`config.mk`:
```
export PLATFORM = sky130hd
export DESIGN_NAME = gis_cell
export DESIGN_NICKNAME = d
export VERILOG_FILES = /design/src/gis_pkg.sv /design/src/gis_cell.sv
export SDC_FILE = /design/constraint.sdc
export NUM_CORES = 1
export LEC_CHECK = 0
export BUFFER_PORTS_ARGS = -buffer_cell sky130_fd_sc_hd__buf_2
export CORE_AREA = 2 2 95 70
export CTS_CLUSTER_SIZE = 20
export DETAILED_ROUTE_END_ITERATION = 6
export DIE_AREA = 0 0 97 72
export PLACE_DENSITY = 0.64
export SLEW_MARGIN = 25
export SYNTH_ARGS = -nofsm -noshare
export SYNTH_HDL_FRONTEND = slang
export SYNTH_SLANG_ARGS = --single-unit
export TNS_END_PERCENT = 30
```
`constraint.sdc`:
```
create_clock -name clock -period 4.7 [get_ports clock]
set_input_delay 0.47 -clock clock [delete_from_list [all_inputs] [get_ports clock]]
set_output_delay 0.47 -clock clock [all_outputs]
set_load 0.01 [all_outputs]
```
`src/gis_pkg.sv`:
```
// package of greedy_interval_selection_core: field widths, defaults, cell control type
// no dependencies
`default_nettype none

package gis_pkg;

   localparam int TIME_W            = 16;
   localparam int COUNT_W           = 7;
   localparam int MAX_INTERVALS_DEF = 64;
   localparam int TIME_BITS_DEF     = 16;
   localparam logic [COUNT_W-1:0] COUNT_MAX = 7'd127;

   typedef struct packed {
      logic insert;
      logic shift_down;
      logic occupied;
      logic prev_occupied;
   } cell_ctrl_type;

endpackage

`default_nettype wire

```
`src/gis_cell.sv`:
```
// one cell of the sorted interval chain: holds one (start, end) pair
// depends on gis_pkg
`default_nettype none

module gis_cell #(
   parameter int TIME_BITS = gis_pkg::TIME_BITS_DEF
) (
   input  logic                   clock,
   input  gis_pkg::cell_ctrl_type ctrl,
   input  logic                   prev_greater,
   input  logic [TIME_BITS-1:0]   prev_start,
   input  logic [TIME_BITS-1:0]   prev_finish,
   input  logic [TIME_BITS-1:0]   next_start,
   input  logic [TIME_BITS-1:0]   next_finish,
   input  logic [TIME_BITS-1:0]   new_start,
   input  logic [TIME_BITS-1:0]   new_finish,
   output logic [TIME_BITS-1:0]   start_q,
   output logic [TIME_BITS-1:0]   finish_q,
   output logic                   greater
);
   import gis_pkg::*;

   logic [TIME_BITS-1:0] start_ff, start_in;
   logic [TIME_BITS-1:0] finish_ff, finish_in;

   assign greater  = ctrl.occupied && (finish_ff > new_finish);
   assign start_q  = start_ff;
   assign finish_q = finish_ff;

   always_comb begin
      start_in  = start_ff;
      finish_in = finish_ff;
      if (ctrl.shift_down) begin
         start_in  = next_start;
         finish_in = next_finish;
      end else if (ctrl.insert) begin
         if (prev_greater) begin
            start_in  = prev_start;
            finish_in = prev_finish;
         end else if (greater || (!ctrl.occupied && ctrl.prev_occupied)) begin
            start_in  = new_start;
            finish_in = new_finish;
         end
      end
   end

   always_ff @(posedge clock) begin
      start_ff  <= start_in;
      finish_ff <= finish_in;
   end

endmodule

`default_nettype wire

```
## Word-level counts from Yosys, hierarchy flattened

Index checks and enable logic that the tools add are counted.

- Bits in registers: 32
- Bits of input ports: 102
- Output and inout port bits: 33
- Word-level logic and storage cells: 18

- $lt $le $gt $ge: 1
- Muxes and demuxes: 8
- Reductions and logical operators: 7

Operator list:

| cell | count |
|---|---|
| two-way mux 16 bit | 8 |
| > comparator 16 bit | 1 |
| nonzero test 3 bit | 1 |
| logical AND 1 bit | 2 |
| AND reduction 2 bit | 1 |
| nonzero test 2 bit | 1 |
| zero test 1 bit | 1 |
| logical OR 1 bit | 1 |

## Longest topological paths before layout

Gate-level depths: netlist (run 1).

- Depth after elaboration: 7
- Gate-level depth with buffers: 7
- Gate-level depth less buffers: 7

## Worst setup path before layout (run 1)

OpenSTA, ideal clock, no wires.

- Path kind: input to register
- Start point: in new_finish[15]
- End point: reg finish_ff[0] (netlist: finish_q[0]) (enable)
- Library setup time: 0.470 ns
- Arrival: 3.927 ns
- Data required time: 4.230 ns
- Setup slack: 0.303 ns
- Stages on the path: 6
- Cell sequence: inv_1 -> ha_1 -> nand4_2 -> a2111oi_2 -> a2111oi_2 -> o31ai_1

- Cells in the longest elaborated chain, start to end: 5

Ends and longest elaborated chain:

| element | RTL line | RTL |
|---|---|---|
| from (decl) | gis_cell.sv:16 | `input logic [TIME_BITS-1:0] new_finish,` |
| > comparator 16 bit | gis_cell.sv:26 | `assign greater = ctrl.occupied && (finish_ff > new_finish);` |
| logical AND 1 bit | gis_cell.sv:26 |  |
| logical OR 1 bit | gis_cell.sv:40 | `end else if (greater \|\| (!ctrl.occupied && ctrl.prev_occupied)) begin` |
| nonzero test 3 bit (no source line) | n/a |  |
| AND reduction 2 bit (no source line) | n/a |  |
| to (signal assigned) | gis_cell.sv:49 | `finish_ff <= finish_in;` |
| to (decl) | gis_cell.sv:24 | `logic [TIME_BITS-1:0] finish_ff, finish_in;` |

No other way between the ends.
A chain may end at the register's enable or synchronous reset.

## Worst setup path in the final report (run 1)

- Start point: reg finish_ff[15] (netlist: finish_q[15])
- End point: out greater

- Cells in the longest elaborated chain, start to end: 2

Ends and longest elaborated chain:

| element | RTL line | RTL |
|---|---|---|
| > comparator 16 bit | gis_cell.sv:26 |  |
| logical AND 1 bit | gis_cell.sv:26 |  |
| to (decl) | gis_cell.sv:19 | `output logic greater` |

No other way between the ends.

==> results.md, run 1 <==
- At the later pin of the worst-skew pair, clock insertion delay measures 0.27 ns.
- For this run, the total global-route usage over all layers was measured as 14.8%.
- For this run, the register share of the synthesized area comes to 46.4%.
- The kind of critical path is reg2out.
- Gates resized during post-CTS repair numbered 0.
- The count of port buffers added during placement is 134.
- The largest total area in the synthesized netlist belongs to sky130_fd_sc_hd__edfxtp_1.
- The count of flip-flops with a built-in enable after synthesis is 32.
- The chip height is 72 um.
- Row generation in the floorplan step produced 24 rows.
- In this run the remaining antenna-violating nets after routing total 0.
- The number of global-route vias before repair is 1,822.
- The count of endpoints failing hold in the final timing report is 0.
- The post-CTS setup repair buffer count is 0.
- In the synthesized netlist, the cells that appear most often are 32 x sky130_fd_sc_hd__edfxtp_1, 32 x sky130_fd_sc_hd__mux2i_1, 32 x sky130_fd_sc_hd__nand2_1, 32 x sky130_fd_sc_hd__o21ai_0, 18 x sky130_fd_sc_hd__inv_1.
- The DRC marker count from the first detailed-route iteration is 57.
- The maximum buffer depth of the clock tree is 2.
- Wires add up to 5.18 mm.
- The share of cells above drive strength 1 is 45.5%.
- Pin placement for this block handled 135 I/O pins.
- The synthesized netlist net count is 316.
- The clock net sink count is 32.
- In the synthesized netlist the async set-or-reset flop fraction comes to 0%.
- The number of antenna violations at the first check in global routing is 0.
- The run finished with clean final reports.
- The finished cells cover 2920 sq um.
- STA puts the critical path data arrival time at 2.35 ns.
- The starting utilization of the core area is 34.3%.
- Setup repair after global routing left no endpoint under its margin.
- The pre-antenna-repair detailed-routing pass consisted of 3 iterations.
- The CTS tree is yes.
- Of all nets on the critical path, the largest fanout is 5.
- The synthesized instance count is 198.
- The path category of the worst min-delay check is in2reg.
- The average size of a mapped cell is 10.5 sq um.
- After the last flow step, the layout net total stands at 447.
- The relative max-transition margin is 35.1%.
- In the final routed layout, each cell accounts on average for 12.7 um.
- The largest single stage delay on the critical path is 0.46 ns.
- The summed instance area of the synthesized netlist is 2070 sq um.
- The final critical path takes up 60.1% of the cycle.
- Setup violations remaining at the end of the flow were counted as 0.
- The number of antenna diodes is 0.
- Counting flops and latches in the post-synthesis netlist gives 32.
- On the final layout, the worst clock skew is 0.00161 ns.
- The leakage component of the power is 1.51 nW.
- The critical path goes through ha_1, nand4_2, nor2_2, a311o_1, a2111oi_2, nor2_1, buf_2.
- Relative to the synthesized area, the layout overhead comes to 40.7%.
- Entering global routing, the biggest net connects 66 pins.
- After detailed placement, the total cell area comes to 2810 sq um.
- The largest vdd supply drop is 0.000142 V.
- The number of pins with negative max-slew slack in the final report is 0.
- The HPWL after detailed placement is 4.17 mm.
- The element type at the critical path start is a flip-flop.
- The number of library cell types mapped by synthesis is 25.
- The buffer type at the clock tree root is sky130_fd_sc_hd__clkbuf_8.
- The first global-routing pass estimated 8.42 mm of wire.
- The number of placed instances, taps included, is 400.
- The clock input transition at the sequential cells of the worst setup and hold paths is 0.07 ns.
- The total DRC errors in the routed layout is 0.
- The final weighted congestion of routability-driven global placement is 0.743.
- The slowest stage of the critical path belongs to the cell sky130_fd_sc_hd__a2111oi_2.
- The dominant register cell in the synthesized netlist is sky130_fd_sc_hd__edfxtp_1.
- The floorplan die area is 6980 sq um.
- The endpoint kind of the worst setup timing path is an output port.
- Data on the critical path is required at its endpoint by 4.23 ns.
- For the pin with the worst max-slew slack, the measured transition is 0.973 ns.
- The routed design could run at a clock period as short as 2.82 ns.
- The achievable frequency is 354 MHz.
- After synthesis, the largest area contributor takes up 46.4% of total cell area.
- In the post-synthesis netlist, the biggest area contributors are sky130_fd_sc_hd__edfxtp_1 46%, sky130_fd_sc_hd__mux2i_1 15%, sky130_fd_sc_hd__ha_1 9.7%.
- The number of vias per cell is 4.53.
- Clock tree synthesis inserted a total of 5 buffers.
- The floorplan core area is 6040 sq um.
- The post-layout instance count excluding filler cells is 408.
- After routing, the total negative slack on setup checks comes to 0 ns.
- Yosys printed 0 warnings.
- Global routing finished with a remaining overflow of 0.
- The total via count after detailed routing is 1,848.
- After clock tree synthesis, the flow added hold-fix buffers numbering 0.
- The H-tree was split into 2 levels.
- The count of maximum capacitance violations is 0.
- The cell area power density is 282 nW/um^2.
- The overall die width is 97 um.
per-layer routing:
metal	GRT usage, %	routed length, um	vias up
li1	-	-	980
met1	19.6	2400	792
met2	23.7	2290	74
met3	5.39	473	2
met4	3.29	18	0
met5	0	0	-
state kept, by name (all words and copies together) (netlist names):
| signal | flops |
|---|---|
| finish_q | 16 |
| start_q | 16 |
stage by stage:
step           setup slack (ns)  hold WS, ns  util, %  power [mW]
5_1_grt                    1.68        0.475     48.3       0.872
3_3_place_gp               1.75        0.754     46.5       0.571
2_1_floorplan             0.303        0.657        -       0.479
6_report                   1.88        0.470     48.3       0.823
3_5_place_dp               1.69        0.755     46.5       0.576
4_1_cts                    1.83        0.464     48.3       0.834
worst max-delay path: cells and delay by family (launching register included):
family,cells,cell delay (ns)
AOI/OAI and AO/OA,2,0.82
DFF,1,0.40
buffers and inverters,1,0.17
and+or+nand+nor,3,0.34
adders and majority gates,1,0.33
final timing paths:
path	cells past startpoint	startpoint	endpoint	slack (ns)
worst max-delay path	7	finish_q[15]$_DFFE_PP_	greater	1.88
worst min-delay path	3	next_finish[0]	finish_q[0]$_DFFE_PP_	0.47
worst max register to register	6	finish_q[15]$_DFFE_PP_	start_q[2]$_DFFE_PP_	1.95
worst min register to register	3	finish_q[15]$_DFFE_PP_	start_q[9]$_DFFE_PP_	1.32
kinds of logic (layout without fill, tap and decap cells):
kind of cell,after synthesis,after routing,share of synthesized area [%]
muxes,32,32,15.5
and+or+nand+nor,41,41,8.52
buffers and inverters,29,161,5.86
adders and majority gates,16,16,9.66
DFF,32,32,46.4
AOI/OAI and AO/OA,48,48,14.1
layout by cell type, fill, tap and decap left out, types with 2 or more instances in the layout:
| master | n |
|---|---|
| sky130_fd_sc_hd__edfxtp_1 | 32 |
| sky130_fd_sc_hd__nor2_1 | 2 |
| sky130_fd_sc_hd__o21ai_0 | 32 |
| sky130_fd_sc_hd__clkbuf_8 | 5 |
| sky130_fd_sc_hd__a21o_1 | 2 |
| sky130_fd_sc_hd__a21oi_1 | 4 |
| sky130_fd_sc_hd__nand4_1 | 3 |
| sky130_fd_sc_hd__a2111oi_2 | 2 |
| sky130_fd_sc_hd__nand2_1 | 32 |
| sky130_fd_sc_hd__ha_1 | 16 |
| sky130_fd_sc_hd__mux2i_1 | 32 |
| sky130_fd_sc_hd__buf_2 | 134 |
| sky130_fd_sc_hd__a21o_2 | 2 |
| sky130_fd_sc_hd__inv_1 | 18 |
power by group:
| group | internal, mW | leakage, nW | switching [mW] |
|---|---|---|---|
| logic | 0.0953 | 1.12 | 0.107 |
| clock network | 0.157 | 0.0552 | 0.0992 |
| registers | 0.353 | 0.329 | 0.0109 |
layout make-up:
type	count	area [sq um]
fill	600	3120
multi-input combinational	137	1000
clock inverter	2	35.0
inverter	18	67.6
clock buffer	6	72.6
sequential	32	961
timing repair buffer	135	678
tap	78	97.6
No activity file was read; power rests on OpenSTA's default activity.
==> run 2, diff against run 1 <==
- clock period: 4.7 -> 2.7 ns (I/O delays scaled with it)
==> run 2 against run 1 <==
  * Hold slack got worse by 0.20 ns
  * Combinational power rose by 80%
  * Via count rose by 0.65%
  * Critical path depth did not move
  * Setup slack got worse by 1.7 ns
  * Clock skew rose by 0.0017 ns
  * Die area did not move
==> results.md, run 2 (synthesized netlist as in run 1, its figures left out) <==
- The clock net in this run drives a total of 32 sinks.
- Power spread over the standard cell area amounts to 450 nW/um^2.
- The count of port buffers added during placement is 134.
- The relative max-transition margin is 68.7%.
- The largest fanout on the critical path is 5.
- The slowest stage of the critical path belongs to the cell sky130_fd_sc_hd__a2111oi_2.
- The maximum buffer depth of the clock tree is 2.
- The clock latency on the worst-skew pair is 0.27 ns.
- The overall die width is 97 um.
- The length in cells of the worst reg-to-reg path is 6.
- The initial utilization of the core area, before any placement, comes to 34.3%.
- The number of vias per cell is 4.53.
- The buffer type at the clock tree root is sky130_fd_sc_hd__clkbuf_8.
- The kind of critical path is reg2out.
- Summed over all cells, the static leakage comes to 1.51 nW.
- The count of maximum capacitance violations is 0.
- The count of nets after finishing is 451.
- The count of endpoints failing hold in the final timing report is 0.
- The shortest period the worst path allows is 2.53 ns.
- In the layout the commonest cells are 134 x sky130_fd_sc_hd__buf_2, 32 x sky130_fd_sc_hd__mux2i_1, 32 x sky130_fd_sc_hd__nand2_1, 32 x sky130_fd_sc_hd__o21ai_0, 32 x sky130_fd_sc_hd__edfxtp_1.
- The final route contains 1,860 vias.
- The number of fillers in the final layout is 593.
- The number of pins with negative max-slew slack in the final report was 0.
- The floorplan step defined a core boundary enclosing 6040 sq um.
- Counting both buffers and inverters, the worst setup path holds a total of 1.
- The critical path runs through a total of 7 cells.
- For flop-to-flop paths, the worst setup slack is 0.33 ns.
- Across the VDD grid, the largest voltage drop is 0.000164 V.
- On the critical path the largest part of the delay comes from compound AO/OA/AOI/OAI gates.
- The worst setup path startpoint is finish_q[14]$_DFFE_PP_.
- TritonCTS built the clock tree.
- The signal arrival time at the worst endpoint is 2.26 ns.
- The number of antenna violations at the first check in global routing came to 0.
- The final weighted congestion of routability-driven global placement is 0.757.
- The flow ran to the end, and the final reports show no timing, DRC or antenna violations.
- Walking the worst path, the cells encountered are ha_1, nand4_4, nor2_2, a311o_1, a2111oi_2, nor2_1, buf_2.
- Buffers added to address setup during post-CTS repair amount to 0.
- Dividing the detail-routed wire length by the instance count gives 12.3 um.
- The number of rows in the core area is 24.
- The overall global routing resource usage is 14.3%.
- The number of global-route vias before repair is 1,710.
- The first-pass GRT wire length is 7.96 mm.
- The HPWL after detailed placement is 4.19 mm.
- For this run, the number of standard cells in the final layout without fillers is 411.
- The reg-to-reg critical path endpoint is start_q[13]$_DFFE_PP_.
- The most common cell after layout, fill and taps aside is sky130_fd_sc_hd__buf_2.
- The placed instance count is 404.
- Of the cells placed in the final design, the portion with a size suffix greater than 1 is 45.9%.
- Setup repair after global routing left no endpoint under its margin.
- For this block, the initial DRC count from the detailed router was 26.
- In this run the worst setup path terminates at greater.
- The path category of the worst min-delay check is in2reg.
- The floorplan die area is 6980 sq um.
- The startpoint of the worst register-to-register path is finish_q[11]$_DFFE_PP_.
- The routed design has 5.07 mm of wire.
- The total DRC errors in the routed layout is 0.
- The chip height is 72 um.
- The number of buffers inserted by hold repair at cts is 0.
- STA classifies the critical path endpoint as an output port.
- The delay of the slowest critical-path stage is 0.45 ns.
- The post-CTS resize count is 0.
- The antenna violation net count after detailed routing is 0.
- The I/O pin count is 135.
- For the final database, setup skew stands at 0.00329 ns.
- For the worst setup path, the data required time is 2.43 ns.
- For the pin with the worst max-slew slack, the measured transition is 0.468 ns.
- The repair_antennas step left the layout with diodes totalling 0.
- STA classifies the critical path startpoint as a flip-flop.
- The total overflow reported by the global router is 0.
- Entering global routing, the biggest net connects 35 pins.
- The total power after layout is 1.33 mW.
- The clock input transition at the sequential cells of the worst setup and hold paths is 0.06 ns.
- The number of clock buffers added by TritonCTS is 5.
- The number of levels in the clock H-tree is 2.
- The number of setup violations in the final report is 0.
- The length of the first detailed-routing pass in iterations is 4.
- The achievable frequency is 395 MHz.
- The final cycle utilization of the critical path is 93.8%.
- From synthesis to final layout, the design area changed by 42.3%.
==> run 2: cell types whose count changed in the layout (fill, tap and decap cells not counted) <==
cell / delta
sky130_fd_sc_hd__nand4_2: -1
sky130_fd_sc_hd__nand4_4: +1
sky130_fd_sc_hd__a2111oi_4: +1
sky130_fd_sc_hd__ha_1: -1
sky130_fd_sc_hd__bufinv_16: -1
sky130_fd_sc_hd__clkinv_2: -1
sky130_fd_sc_hd__clkinv_1: +2
sky130_fd_sc_hd__ha_4: +1
sky130_fd_sc_hd__a2111oi_2: -1
sky130_fd_sc_hd__buf_4: +4
sky130_fd_sc_hd__clkbuf_1: -1
==> run 2: tightest hold or removal path, cell delays in order <==
cell	delay, ns
sky130_fd_sc_hd__buf_2	0.07
sky130_fd_sc_hd__nand2_1	0.04
sky130_fd_sc_hd__o21ai_0	0.05
==> run 2: power breakdown <==
| part | internal [mW] | leakage (nW) | switching (mW) |
|---|---|---|---|
| Sequential | 0.615 | 0.329 | 0.0190 |
| Combinational | 0.173 | 1.14 | 0.191 |
| Clock | 0.170 | 0.0391 | 0.157 |
| Total | 0.958 | 1.51 | 0.367 |
==> run 2: worst min-delay path by stage <==
stage	startpoint	to	cells after the start
final	next_finish[2]	finish_q[2]$_DFFE_PP_	3
after global routing	next_start[13]	start_q[13]$_DFFE_PP_	3
after CTS	next_finish[2]	finish_q[2]$_DFFE_PP_	3
after detailed placement	next_finish[2]	finish_q[2]$_DFFE_PP_	3
after global placement	next_start[13]	start_q[13]$_DFFE_PP_	3
after floorplan	next_start[13]	start_q[13]$_DFFE_PP_	2
==> run 2: metrics by stage <==
step           util, %  hold slack (ns)  instance area, sq um  setup slack [ns]  setup TNS [ns]
6_report          48.8            0.269                  2950             0.166               0
5_1_grt           48.8            0.273                  2950            0.0343               0
4_1_cts           48.8            0.259                  2950             0.145               0
3_5_place_dp      47.6            0.553                  2870             0.292               0
3_3_place_gp      47.6            0.554                  2870             0.327               0
2_1_floorplan        -            0.457                  2120           -0.0501           -1.60
==> run 2: per-layer routing <==
metal | GRT usage (%) | wire length (um)
met3 | 5.39 | 425
met4 | 3.29 | 22
met1 | 18.5 | 2300
met2 | 23.1 | 2320
met5 | 0 | 0
==> run 2: area by class of cell <==
class,instances,area [sq um],share of cell area (%)
timing repair buffer,139,708,24.0
clock buffer,5,68.8,2.33
clock inverter,2,7.51,0.255
tap,78,97.6,3.31
sequential,32,961,32.6
multi-input combinational,137,1040,35.2
inverter,18,67.6,2.29
